===== src/rtl/core/sfsa_pkg.sv =====
`timescale 1ns / 1ps
// ----------------------------------------------------------------------------
// Sorted free-slot allocator package
// Shared constants, the controller command code and the datapath status.
// ----------------------------------------------------------------------------
package sfsa_pkg;

    localparam int SLOT_W        = 9;
    localparam int CNT_W         = 8;
    localparam int FUNC_W        = 2;
    localparam int HIGHEST_W     = 8;
    localparam int DEF_MAX_SLOTS = 256;

    localparam logic [SLOT_W-1:0]    NO_SLOT     = 9'h1FF;
    localparam logic [CNT_W-1:0]     CNT_MAX     = 8'hFF;
    localparam logic [HIGHEST_W-1:0] HIGHEST_RST = 8'hFF;

    localparam logic [FUNC_W-1:0] FUNC_OCCUPY  = 2'd0;
    localparam logic [FUNC_W-1:0] FUNC_RELEASE = 2'd1;
    localparam logic [FUNC_W-1:0] FUNC_MOVE    = 2'd2;

    typedef enum logic [4:0] {
        OP_NONE,
        OP_LATCH,
        OP_REL_RD,
        OP_DEC,
        OP_WALK_RD,
        OP_WALK_ADV,
        OP_LINK_A,
        OP_LINK_B,
        OP_FILL,
        OP_FILL_END,
        OP_NEW_RD,
        OP_LNK_RD,
        OP_UNLINK,
        OP_INC,
        OP_RES_RD,
        OP_OUT
    } t_op;

    typedef struct packed {
        logic rel_go;
        logic occ_ok;
        logic new_ge_hw;
        logic occ_zero;
        logic occ_one;
        logic walk_more;
        logic fill_more;
        logic out_free;
    } t_status;

endpackage


===== src/rtl/core/sfsa_ctrl.sv =====
`timescale 1ns / 1ps
// ----------------------------------------------------------------------------
// Sorted free-slot allocator controller
// Sequences release, list walk, linking, fill, unlink and result steps.
// ----------------------------------------------------------------------------
module sfsa_ctrl (
    input  logic             i_clk,
    input  logic             i_rst_n,
    input  logic             i_in_valid,
    output logic             o_in_ready,
    input  sfsa_pkg::t_status i_status,
    output sfsa_pkg::t_op    o_op
);
    import sfsa_pkg::*;

    typedef enum logic [3:0] {
        S_IDLE, S_REL, S_REL_CHK, S_WALK, S_WALK_W, S_LINK_B, S_OCC, S_FILL,
        S_NEW_CHK, S_UNLINK, S_INC, S_RES_RD, S_OUT
    } t_state;

    t_state r_state, n_state;
    t_op    n_op;

    always_comb begin
        n_state = r_state;
        n_op    = OP_NONE;
        case (r_state)
            S_IDLE: begin
                if (i_in_valid) begin
                    n_op    = OP_LATCH;
                    n_state = S_REL;
                end
            end
            S_REL: begin
                if (i_status.rel_go) begin
                    n_op    = OP_REL_RD;
                    n_state = S_REL_CHK;
                end else begin
                    n_state = S_OCC;
                end
            end
            S_REL_CHK: begin
                if (i_status.occ_zero) begin
                    n_state = S_OCC;
                end else begin
                    n_op    = OP_DEC;
                    n_state = i_status.occ_one ? S_WALK : S_OCC;
                end
            end
            S_WALK: begin
                if (i_status.walk_more) begin
                    n_op    = OP_WALK_RD;
                    n_state = S_WALK_W;
                end else begin
                    n_op    = OP_LINK_A;
                    n_state = S_LINK_B;
                end
            end
            S_WALK_W: begin
                n_op    = OP_WALK_ADV;
                n_state = S_WALK;
            end
            S_LINK_B: begin
                n_op    = OP_LINK_B;
                n_state = S_OCC;
            end
            S_OCC: begin
                if (!i_status.occ_ok) begin
                    n_state = S_RES_RD;
                end else if (i_status.new_ge_hw) begin
                    n_state = S_FILL;
                end else begin
                    n_op    = OP_NEW_RD;
                    n_state = S_NEW_CHK;
                end
            end
            S_FILL: begin
                if (i_status.fill_more) begin
                    n_op = OP_FILL;
                end else begin
                    n_op    = OP_FILL_END;
                    n_state = S_RES_RD;
                end
            end
            S_NEW_CHK: begin
                if (i_status.occ_zero) begin
                    n_op    = OP_LNK_RD;
                    n_state = S_UNLINK;
                end else begin
                    n_op    = OP_INC;
                    n_state = S_RES_RD;
                end
            end
            S_UNLINK: begin
                n_op    = OP_UNLINK;
                n_state = S_INC;
            end
            S_INC: begin
                n_op    = OP_INC;
                n_state = S_RES_RD;
            end
            S_RES_RD: begin
                n_op    = OP_RES_RD;
                n_state = S_OUT;
            end
            S_OUT: begin
                if (i_status.out_free) begin
                    n_op    = OP_OUT;
                    n_state = S_IDLE;
                end
            end
            default: n_state = S_IDLE;
        endcase
    end

    always_ff @(posedge i_clk) begin
        if (!i_rst_n) begin
            r_state <= S_IDLE;
        end else begin
            r_state <= n_state;
        end
    end

    assign o_in_ready = (r_state == S_IDLE);
    assign o_op       = n_op;

endmodule


===== config.mk =====
export PLATFORM = sky130hd
export DESIGN_NAME = sfsa_ctrl
export DESIGN_NICKNAME = d
export VERILOG_FILES = /design/src/rtl/core/sfsa_pkg.sv /design/src/rtl/core/sfsa_ctrl.sv
export SDC_FILE = /design/constraint.sdc
export NUM_CORES = 1
export LEC_CHECK = 0
export ABC_AREA = 1
export BUFFER_PORTS_ARGS = -buffer_cell sky130_fd_sc_hd__buf_2
export CAP_MARGIN = 20
export CORE_AREA = 2 2 39 41
export DETAILED_ROUTE_END_ITERATION = 16
export DIE_AREA = 0 0 41 43
export SYNTH_ARGS = -nofsm -noshare
export SYNTH_HDL_FRONTEND = slang
export SYNTH_SLANG_ARGS = --single-unit

===== constraint.sdc =====
create_clock -name i_clk -period 1.3 [get_ports i_clk]
set_input_delay 0.195 -clock i_clk [delete_from_list [all_inputs] [get_ports i_clk]]
set_output_delay 0.195 -clock i_clk [all_outputs]
set_load 0.01 [all_outputs]

==> results of run 1 <==
## cell usage in the layout (no fill, tap or decap), types with 2 or more instances in the layout
master    count
nand4_1       2
nand2_1      27
buf_6         3
inv_2         7
buf_4        13
nor2_1        5
nand2_2       3
nand2_4       5
nor2_4        4
o21ai_2       2
nand3_2       2
a21oi_2       3
dfxtp_4       4
inv_1        14
a31oi_1       2
nor2_2        6
buf_2        15
nand3_1       5
clkbuf_4      3
nor3_1        2
## power groups by stage
stage               Combinational [mW]  Sequential (mW)  Clock, mW
floorplan                        0.545            0.220          0
global placement                 0.940            0.220          0
detailed placement               0.938            0.222          0
CTS                               1.18            0.285      0.153
global route                      1.44            0.299      0.161
finish                            1.32            0.293      0.148
## through the flow
stage,std cells,worst slack [ps],hold slack (ps)
final,149,-202.7,179.0
after global routing,149,-285.0,189.2
after CTS,150,-180.5,174.4
after detailed placement,141,-30.74,413.6
after global placement,141,-17.49,415.2
after floorplan,100,141.2,292.6
## final timing paths
path	start	endpoint	slack [ps]	cells after the start
setup / recovery	r_state[0]	o_op[1]	-200	7
hold / removal	i_rst_n	r_state[2]	180	3
setup reg to reg	r_state[1]	r_state[0]	-30	10
hold reg to reg	r_state[2]	r_state[0]	730	5
## worst max-delay path: cells and delay by family, from the launching register on
kind	cells	cell delay, ps
simple gates	4	440
flops	1	360
buf+inv	3	270
## timing repair
item | CTS | global route
endpoints found under the setup margin | 4 | 8
gates resized for setup | 32 | 15
pin swaps | 7 | 11
buffers inserted | 6 | 3
## per-layer routing
layer / GRT usage (%) / vias up / part of all wire [%]
li1: - / 377 / -
met1: 34.29 / 325 / 44
met2: 35.00 / 22 / 51
met3: 4.188 / 2 / 4.2
met4: 12.00 / 0 / 0.97
met5: 0 / - / 0
## cell usage after synthesis
cell | number | area, µm²
nand4_1 | 2 | 12.51
nand3b_1 | 1 | 7.510
dfxtp_1 | 4 | 80.08
o2111ai_1 | 1 | 8.760
a21oi_2 | 1 | 8.760
nor2_4 | 1 | 11.26
nand2_2 | 1 | 6.260
conb_1 | 1 | 3.750
nand3_1 | 7 | 35.03
nand2_1 | 34 | 127.6
nor2_1 | 10 | 37.54
o22ai_1 | 1 | 6.260
inv_2 | 4 | 15.01
a21oi_1 | 3 | 15.01
a31oi_1 | 2 | 12.51
buf_4 | 1 | 7.510
inv_1 | 18 | 67.56
o21ai_0 | 2 | 10.01
nor2_2 | 4 | 25.02
nor3_1 | 2 | 10.01
## area by class of cell
cell class,count,area [µm²]
Sequential cell,4,95.09
Tap cell,16,20.02
Multi-Input combinational cell,73,445.4
Timing Repair Buffer,31,206.4
Fill cell,136,506.7
Clock buffer,3,22.52
Inverter,22,87.58
## cell families after synthesis
logic type | Yosys count | share of synthesized area, %
simple gates | 62 | 53.69
buf+inv | 23 | 17.73
compound gates | 10 | 12.07
flops | 4 | 15.76
other cells | 1 | 0.7382
==> results.ini, run 1 <==
[floorplan]
rows = 14
die_w_um = 41
ios = 17
initial_utilization_pct = 36.71
core-area_um2 = 1384
die_area_um2 = 1763
dieHeight_um = 43

[synthesis]
avgSynthCellArea_um2 = 5.080
synth_seq_area_share_pct = 15.76
yosysUniqueCellTypes = 20
netlist_instances = 100
ys_warn_count = 0
synth_nets = 111
syn_area_um2 = 508.0
ys_ff_latch = 4

[route]
drc = 0
dr.first_iter.drc_count = 17
routed_wl_mm = 1.749
vias = 726
avgViaCountPerCell = 4.872
ant_nets = 0
first_pass_iters = 4
wl_per_cell_um = 11.74

[global_route]
grt_pass1_vias = 715
grt_max_degree = 6
grt_usage_pct = 24.57
grt_overflow = 0
antenna_found_initial = 0
grt_pass1_wl_mm = 2.973

[finish]
top_regs = r_state: 4 flops
largest_reg_flops = 4
nets = 146
drive_gt1_share_pct = 54.89
regMostFlops = r_state
synthToLayoutAreaGrowth_pct = 72.66
fin_util_pct = 63.38
n_antenna_cell = 0
stdcell_area_um2 = 877.1

[clock_network]
cts_buffers = 3
tritoncts = built
clockBufferDepth = 2
clk_pin_slew_ps = 40
cts_max_level = 1
clock-root-buffer = clkbuf_4
clock_sinks = 4
clk_latency_ps = 230
hold_buffers = 0

[sta]
fin_skew_ps = 2.259
worst_slack_ps = -202.7
post-route-period-util_pct = 115.6
fin_setup_tns_ps = -768.7
finalWorstPathRequiredPeriod_ps = 1503
hold_viol_final = 0
finalMaxSlewViolations = 0
fmax_mhz = 665.5
grt_setup_unrepaired = true
setup-violations-final = 5

[power_and_ir_drop]
cellLeakagePower_nw = 0.4998
swShare_pct = 48.90
internal_power_mw = 0.9004
combPwrFrac_pct = 75.0
finalPower_mw = 1.762
ir_drop_mv = 1.039
p_seq_share_pct = 16.6
power_frac_clock_pct = 8.4
switchingPower_mw = 0.8618
pwr_density_cell_nw_per_um2 = 2009

[flow_run]
cap_violations = 0

[setup_path]
startpoint_type = flip-flop
cp.arrival_ps = 1310
crit_required_ps = 1110
critical_path_class = flip-flop to output pin
crit_chain = nand2_4 -> inv_2 -> nand3_2 -> inv_1 -> nor3_1 -> nand4_1 -> buf_2
slowest_stage = dfxtp_4
worstSetupEndpointType = output pin
worstPathMaxFanout = 5
crit_path_max_incr_delay_ps = 360

[outcome]
violations = negative setup slack
status = finished, violations left

[placed_design]
hpwl_mm = 1.221
portBuffers = 15
routabilityCongestion = 0.8312
place_area_um2 = 678.2

[min_path]
hold_class = primary input to flip-flop

Note: power is estimated with default switching activity, not from simulation.
==> run 2, diff against run 1 <==
Settings changed: ABC_AREA 1 to default, PLACE_DENSITY from default to 0.69.
==> run 2 against run 1 <==
Net effect: the run still ends with negative setup slack left; via count up 12%; wire length up 38%; sequential power up 19%; highest routed layer unchanged.
==> results.ini, run 2 <==
[outcome]
status = finished, violations left  ; unchanged
violations = negative setup slack  ; unchanged

[synthesis]
ys_warn_count = 0  ; unchanged
yosysTopAreaCell = dfxtp_1  ; was nand2_1
synthArstFlopShare_pct = 0  ; unchanged
ys_ff_latch = 4  ; unchanged
syn_area_um2 = 575.6  ; was 508.0 µm²
synth_nets = 88  ; was 111
synthFlopType = dfxtp_1  ; unchanged
synth_top_area_share_pct = 13.91  ; was 25.12%
ys_top_cells_by_area = dfxtp_1 14%, o21ai_1 5.2%, a21oi_1 4.3%, nand2b_1 4.3%, nor2b_1 4.3%  ; was nand2_1 25%, dfxtp_1 16%, inv_1 13%, nor2_1 7.4%, nand3_1 6.9%
yosysMostFrequentCell = o21ai_1  ; was nand2_1
avgSynthCellArea_um2 = 7.475  ; was 5.080 µm²
synth_seq_area_share_pct = 13.91  ; was 15.76%
netlist_instances = 77  ; was 100
yosysUniqueCellTypes = 38  ; was 20
synth_common_cells = 6 x o21ai_1, 5 x a21oi_1, 5 x nor2_1  ; was 34 x nand2_1, 18 x inv_1, 10 x nor2_1
synth_edf_count = 0  ; unchanged

[sta]
post-route-period-util_pct = 126.0  ; was 115.6%
finalMaxSlewViolations = 0  ; unchanged
hold_viol_final = 0  ; unchanged
fin_skew_ps = 2.833  ; was 2.259 ps
hold_slack_ps = 222.6  ; was 179.0 ps
grt_setup_unrepaired = true  ; unchanged
fin_setup_tns_ps = -1320  ; was -768.7 ps
fmax_mhz = 610.6  ; was 665.5 MHz
worst_slack_ps = -337.7  ; was -202.7 ps
setup-violations-final = 7  ; was 5
finalWorstPathRequiredPeriod_ps = 1638  ; was 1503 ps

[setup_path]
worstSetupEndpointType = output pin  ; unchanged
slowest_stage = dfxtp_4  ; unchanged
startpoint_type = flip-flop  ; unchanged
crit_path_max_incr_delay_ps = 380  ; was 360 ps
crit_chain = buf_6 -> a311oi_2 -> a21oi_1 -> a311o_1 -> buf_2  ; was nand2_4 -> inv_2 -> nand3_2 -> inv_1 -> nor3_1 -> nand4_1 -> buf_2
cp.arrival_ps = 1440  ; was 1310 ps
critical_path_class = flip-flop to output pin  ; unchanged
worstPathMaxFanout = 8  ; was 5
crit_required_ps = 1110  ; about the same

[floorplan]
ios = 17  ; unchanged
initial_utilization_pct = 41.59  ; was 36.71%
dieHeight_um = 43  ; unchanged
rows = 14  ; unchanged
die_w_um = 41  ; unchanged
core-area_um2 = 1384  ; unchanged
die_area_um2 = 1763  ; unchanged

[route]
avgViaCountPerCell = 5.800  ; was 4.872
drc = 0  ; unchanged
wl_per_cell_um = 17.21  ; was 11.74 µm
vias = 812  ; was 726
first_pass_iters = 4  ; unchanged
routed_wl_mm = 2.409  ; was 1.749 mm
ant_nets = 0  ; unchanged
dr.first_iter.drc_count = 20  ; was 17

[power_and_ir_drop]
pwr_density_cell_nw_per_um2 = 2326  ; was 2009 nW/µm²
ir_drop_mv = 1.200  ; was 1.039 mV
finalPower_mw = 2.482  ; was 1.762 mW
cellLeakagePower_nw = 0.4632  ; was 0.4998 nW

[global_route]
grt_pass1_wl_mm = 2.946  ; was 2.973 mm
grt_max_degree = 16  ; was 6
grt_overflow = 0  ; unchanged
grt_pass1_vias = 658  ; was 715
antenna_found_initial = 0  ; unchanged
grt_usage_pct = 24.20  ; was 24.57%

[clock_network]
tritoncts = built  ; unchanged
cts_max_level = 1  ; unchanged
clk_latency_ps = 240  ; was 230 ps
cts_buffers = 3  ; unchanged
clk_pin_slew_ps = 40  ; about the same
clockBufferDepth = 2  ; unchanged
clock-root-buffer = clkbuf_4  ; unchanged
clock_sinks = 4  ; unchanged

[placed_design]
place_area_um2 = 798.3  ; was 678.2 µm²
portBuffers = 15  ; unchanged
routabilityCongestion = 0.9117  ; was 0.8312
dp_slack_ps = -211.1  ; was -30.74 ps
hpwl_mm = 1.358  ; was 1.221 mm

[finish]
largest_reg_flops = 4  ; unchanged
regMostFlops = r_state  ; unchanged
layout_commonest_cell = buf_4  ; was nand2_1
top_regs = r_state: 4 flops  ; unchanged
stdcell_area_um2 = 1067  ; was 877.1 µm²
nets = 137  ; was 146
synthToLayoutAreaGrowth_pct = 85.43  ; was 72.66%
drive_gt1_share_pct = 66.94  ; was 54.89%
n_antenna_cell = 0  ; unchanged
num-fill-cells = 95  ; was 136
mostFrequentLayoutCells = 26 x buf_4, 15 x buf_2, 9 x buf_6  ; was 27 x nand2_1, 15 x buf_2, 14 x inv_1

[flow_run]
cap_violations = 0  ; unchanged

[min_path]
hold_class = primary input to flip-flop  ; unchanged

-- run 2: cell count changes in the layout (fill, tap and decap cells not counted), moves of 3 or more --
cell	before	now
nand3_1	5	1
inv_2	7	2
nor2_2	6	2
inv_1	14	3
nand2_4	5	0
buf_6	3	9
buf_4	13	26
o21ai_1	0	4
nand2_2	3	0
nor2_4	4	1
nor2_1	5	2
nand2_1	27	4
-- run 2: worst max-delay path: cells and delay by family (launching register included) --
family	cells	cell delay [ps]
flip-flops	1	380
buffers and inverters	2	300
AO/OA/AOI/OAI	3	530
-- run 2: repair_timing --
action                     CTS  global route
buffers inserted             6             7
hold buffers                 0             0
setup endpoints to repair    8             8
pin swaps                    7            12
resized for setup           18            23
-- run 2: final timing paths --
kind,start,endpoint,slack (ps),cells after the start
setup / recovery,r_state[0],o_op[1],-340,5
setup reg to reg,r_state[3],r_state[3],-80,6
hold / removal,i_rst_n,r_state[1],220,3
hold reg to reg,r_state[3],r_state[1],690,3
-- run 2: cells by family after synthesis --
group	Yosys count	synth area share [%]
compound gates	31	40.43
buf+inv	13	13.48
other cells	1	0.6515
flops	4	13.91
simple gates	27	29.78
mux	1	1.739
-- run 2: final cells by class --
cell class | instances | area (µm²) | area share [%]
Clock buffer | 3 | 22.52 | 2.110
Inverter | 6 | 25.02 | 2.345
Multi-Input combinational cell | 60 | 518.0 | 48.53
Sequential cell | 4 | 95.09 | 8.910
Tap cell | 16 | 20.02 | 1.876
Timing Repair Buffer | 51 | 386.6 | 36.23
-- run 2: layer usage --
metal | up-vias | track usage, % | routed length, µm
met3 | 6 | 4.712 | 119
met2 | 37 | 38.75 | 1267
li1 | 386 | - | -
met4 | 0 | 2.000 | 46
met5 | - | 0 | 0
met1 | 383 | 33.76 | 976
-- run 2: power by group --
group | switching, mW | leakage [nW] | total (mW) | internal (mW)
combinational | 0.882 | 0.414 | 1.98 | 1.10
sequential | 0.146 | 0.0356 | 0.350 | 0.205
clock | 0.0511 | 0.0138 | 0.154 | 0.103
-- run 2: per-stage QoR --
stage | utilization [%] | instances
6_report | 77.12 | 140
4_1_cts | 67.63 | 134
5_1_grt | 77.12 | 140
3_3_place_gp | 57.69 | 125
2_1_floorplan | - | 77
3_5_place_dp | 57.69 | 125
==> run 3, diff against run 2 <==
Settings changed: BUFFER_PORTS_ARGS -buffer_cell sky130_fd_sc_hd__buf_2 to -buffer_cell sky130_fd_sc_hd__clkbuf_2.
==> run 3 against run 2 <==
Net effect: the run still ends with negative setup slack left; power increased by 3.2%; count of clock-buffer cells in the layout unchanged; first-iteration DRC count decreased by 55%; die area unchanged; wire length is 4.4% lower; cell area rose by 0.70%; hold slack gained 26 ps; largest cell class unchanged.
==> results.ini, run 3 (synthesis results as in run 2) <==
[min_path]
hold_class = primary input to flip-flop  ; unchanged
hold_depth = 3  ; unchanged
hold_end = r_state[1]  ; unchanged
hp-start = i_rst_n  ; unchanged

[outcome]
violations = negative setup slack  ; unchanged
status = finished, violations left  ; unchanged

[finish]
top_regs = r_state: 4 flops  ; unchanged
regMostFlops = r_state  ; unchanged
num-fill-cells = 103  ; was 95
nets = 135  ; was 137
fin_util_pct = 77.67  ; was 77.12%
multi_input_comb_area_um2 = 526.8  ; was 518.0 µm²
largest_reg_flops = 4  ; unchanged
synthToLayoutAreaGrowth_pct = 86.74  ; was 85.43%
mostFrequentLayoutCells = 22 x buf_4, 12 x buf_6, 11 x clkbuf_2  ; was 26 x buf_4, 15 x buf_2, 9 x buf_6
layout_commonest_cell = buf_4  ; unchanged
stdcell_count = 138  ; was 140
seq_area_um2 = 95.09  ; unchanged
n_antenna_cell = 0  ; unchanged
drive_gt1_share_pct = 66.39  ; was 66.94%

[sta]
hold_viol_final = 0  ; unchanged
fin_setup_tns_ps = -1530  ; was -1320 ps
post-route-period-util_pct = 127.6  ; was 126.0%
setup-violations-final = 7  ; unchanged
finalMaxSlewViolations = 0  ; unchanged
hold_slack_ps = 248.6  ; was 222.6 ps
fin_skew_ps = 4.927  ; was 2.833 ps
finalWorstPathRequiredPeriod_ps = 1659  ; was 1638 ps
grt_setup_unrepaired = true  ; unchanged
worst_slack_ps = -359.0  ; was -337.7 ps
fmax_mhz = 602.8  ; was 610.6 MHz

[clock_network]
clockBufferDepth = 2  ; unchanged
cts_buffers = 3  ; unchanged
clock_sinks = 4  ; unchanged
tritoncts = built  ; unchanged
cts_max_level = 1  ; unchanged
clk_latency_ps = 230  ; was 240 ps
clock-root-buffer = clkbuf_4  ; unchanged
clk_pin_slew_ps = 40  ; about the same

[setup_path]
critical_path_class = flip-flop to output pin  ; unchanged
timing.rr.end = r_state[3]  ; unchanged
rrSetupSlack_ps = -180  ; was -80 ps
reg2reg_depth = 5  ; was 6
crit_required_ps = 1110  ; about the same
worstPathMaxFanout = 6  ; was 8
r2r_start = r_state[1]  ; was r_state[3]
startpoint_type = flip-flop  ; unchanged
worstSetupEndpointType = output pin  ; unchanged
cp.arrival_ps = 1460  ; was 1440 ps

[placed_design]
hpwl_mm = 1.323  ; was 1.358 mm
dp.cells = 127  ; was 125
portBuffers = 15  ; unchanged
routabilityCongestion = 0.9186  ; was 0.9117

[global_route]
grt_pass1_vias = 753  ; was 658
grt_max_degree = 16  ; unchanged
grt_pass1_wl_mm = 3.139  ; was 2.946 mm
grt_overflow = 0  ; unchanged
grt_usage_pct = 25.18  ; was 24.20%
antenna_found_initial = 0  ; unchanged

[floorplan]
core-area_um2 = 1384  ; unchanged
die_w_um = 41  ; unchanged
initial_utilization_pct = 41.59  ; unchanged
dieHeight_um = 43  ; unchanged
rows = 14  ; unchanged
ios = 17  ; unchanged
die_area_um2 = 1763  ; unchanged

[power_and_ir_drop]
ir_drop_mv = 1.378  ; was 1.200 mV
finalPower_mw = 2.561  ; was 2.482 mW
pwr_density_cell_nw_per_um2 = 2383  ; was 2326 nW/µm²
cellLeakagePower_nw = 0.4650  ; was 0.4632 nW

[route]
avgViaCountPerCell = 5.775  ; was 5.800
ant_nets = 0  ; unchanged
dr.first_iter.drc_count = 9  ; was 20
first_pass_iters = 4  ; unchanged
vias = 797  ; was 812
wl_per_cell_um = 16.68  ; was 17.21 µm
drc = 0  ; unchanged
routed_wl_mm = 2.302  ; was 2.409 mm

[flow_run]
cap_violations = 0  ; unchanged

==> run 3: cell types whose count changed in the layout (fill, tap and decap cells not counted), moves of 2 or more <==
cell and delta:
buf_2 -12, clkbuf_2 +11, buf_4 -4, buf_6 +3
a21oi_1 +2, a21oi_2 -2, o21ai_1 +2
==> run 3: how the worst max path moves through the flow <==
| stage | slack (ps) | startpoint | cells past startpoint | endpoint |
|---|---|---|---|---|
| after floorplan | -60 | r_state[2] | 5 | o_op[1] |
| after global placement | -160 | r_state[1] | 4 | o_op[1] |
| after detailed placement | -210 | r_state[3] | 5 | o_op[1] |
| after CTS | -330 | r_state[0] | 6 | o_op[1] |
| after global routing | -410 | r_state[0] | 5 | o_op[1] |
| final | -360 | r_state[0] | 5 | o_op[1] |
==> run 3: power breakdown <==
group          internal [mW]  switching (mW)  total [mW]
clock network          0.103          0.0508       0.154
registers              0.204           0.135       0.339
logic                   1.15           0.917        2.07
==> run 3: timing repair <==
| item | in CTS | in global routing |
|---|---|---|
| pin swaps | 7 | 8 |
| hold buffers | 0 | 0 |
| setup buffers | 2 | 7 |
| setup endpoints to repair | 8 | 9 |
| gates resized for setup | 18 | 32 |
==> run 3: metal layers <==
layer  vias to the layer above  global-route usage, %  wire [µm]
li1                        380                      -          -
met3                         6                  4.188         73
met4                         0                  8.667         34
met5                         -                      0          0
met1                       392                  29.81        973
met2                        19                  42.81       1220
==> run 3: area by class of cell <==
type	instances	area share [%]
inverter	6	2.328
clock buffer	3	2.095
sequential	4	8.848
multi-input combinational	60	49.01
timing repair buffer	49	35.86
tap	16	1.863
==> run 3: metrics by stage <==
stage          setup slack (ps)  cell area (µm²)
2_1_floorplan            -56.69            581.8
3_3_place_gp             -158.6            813.3
3_5_place_dp             -205.5            813.3
4_1_cts                  -327.6            914.6
5_1_grt                  -413.6             1075
6_report                 -359.0             1075
==> run 3: critical path: stages, from the launching register on <==
cell and delay (ps):
dfxtp_4 390, mux2i_1 220, nand2_1 100, a211oi_2 250, a311o_1 140, clkbuf_2 130
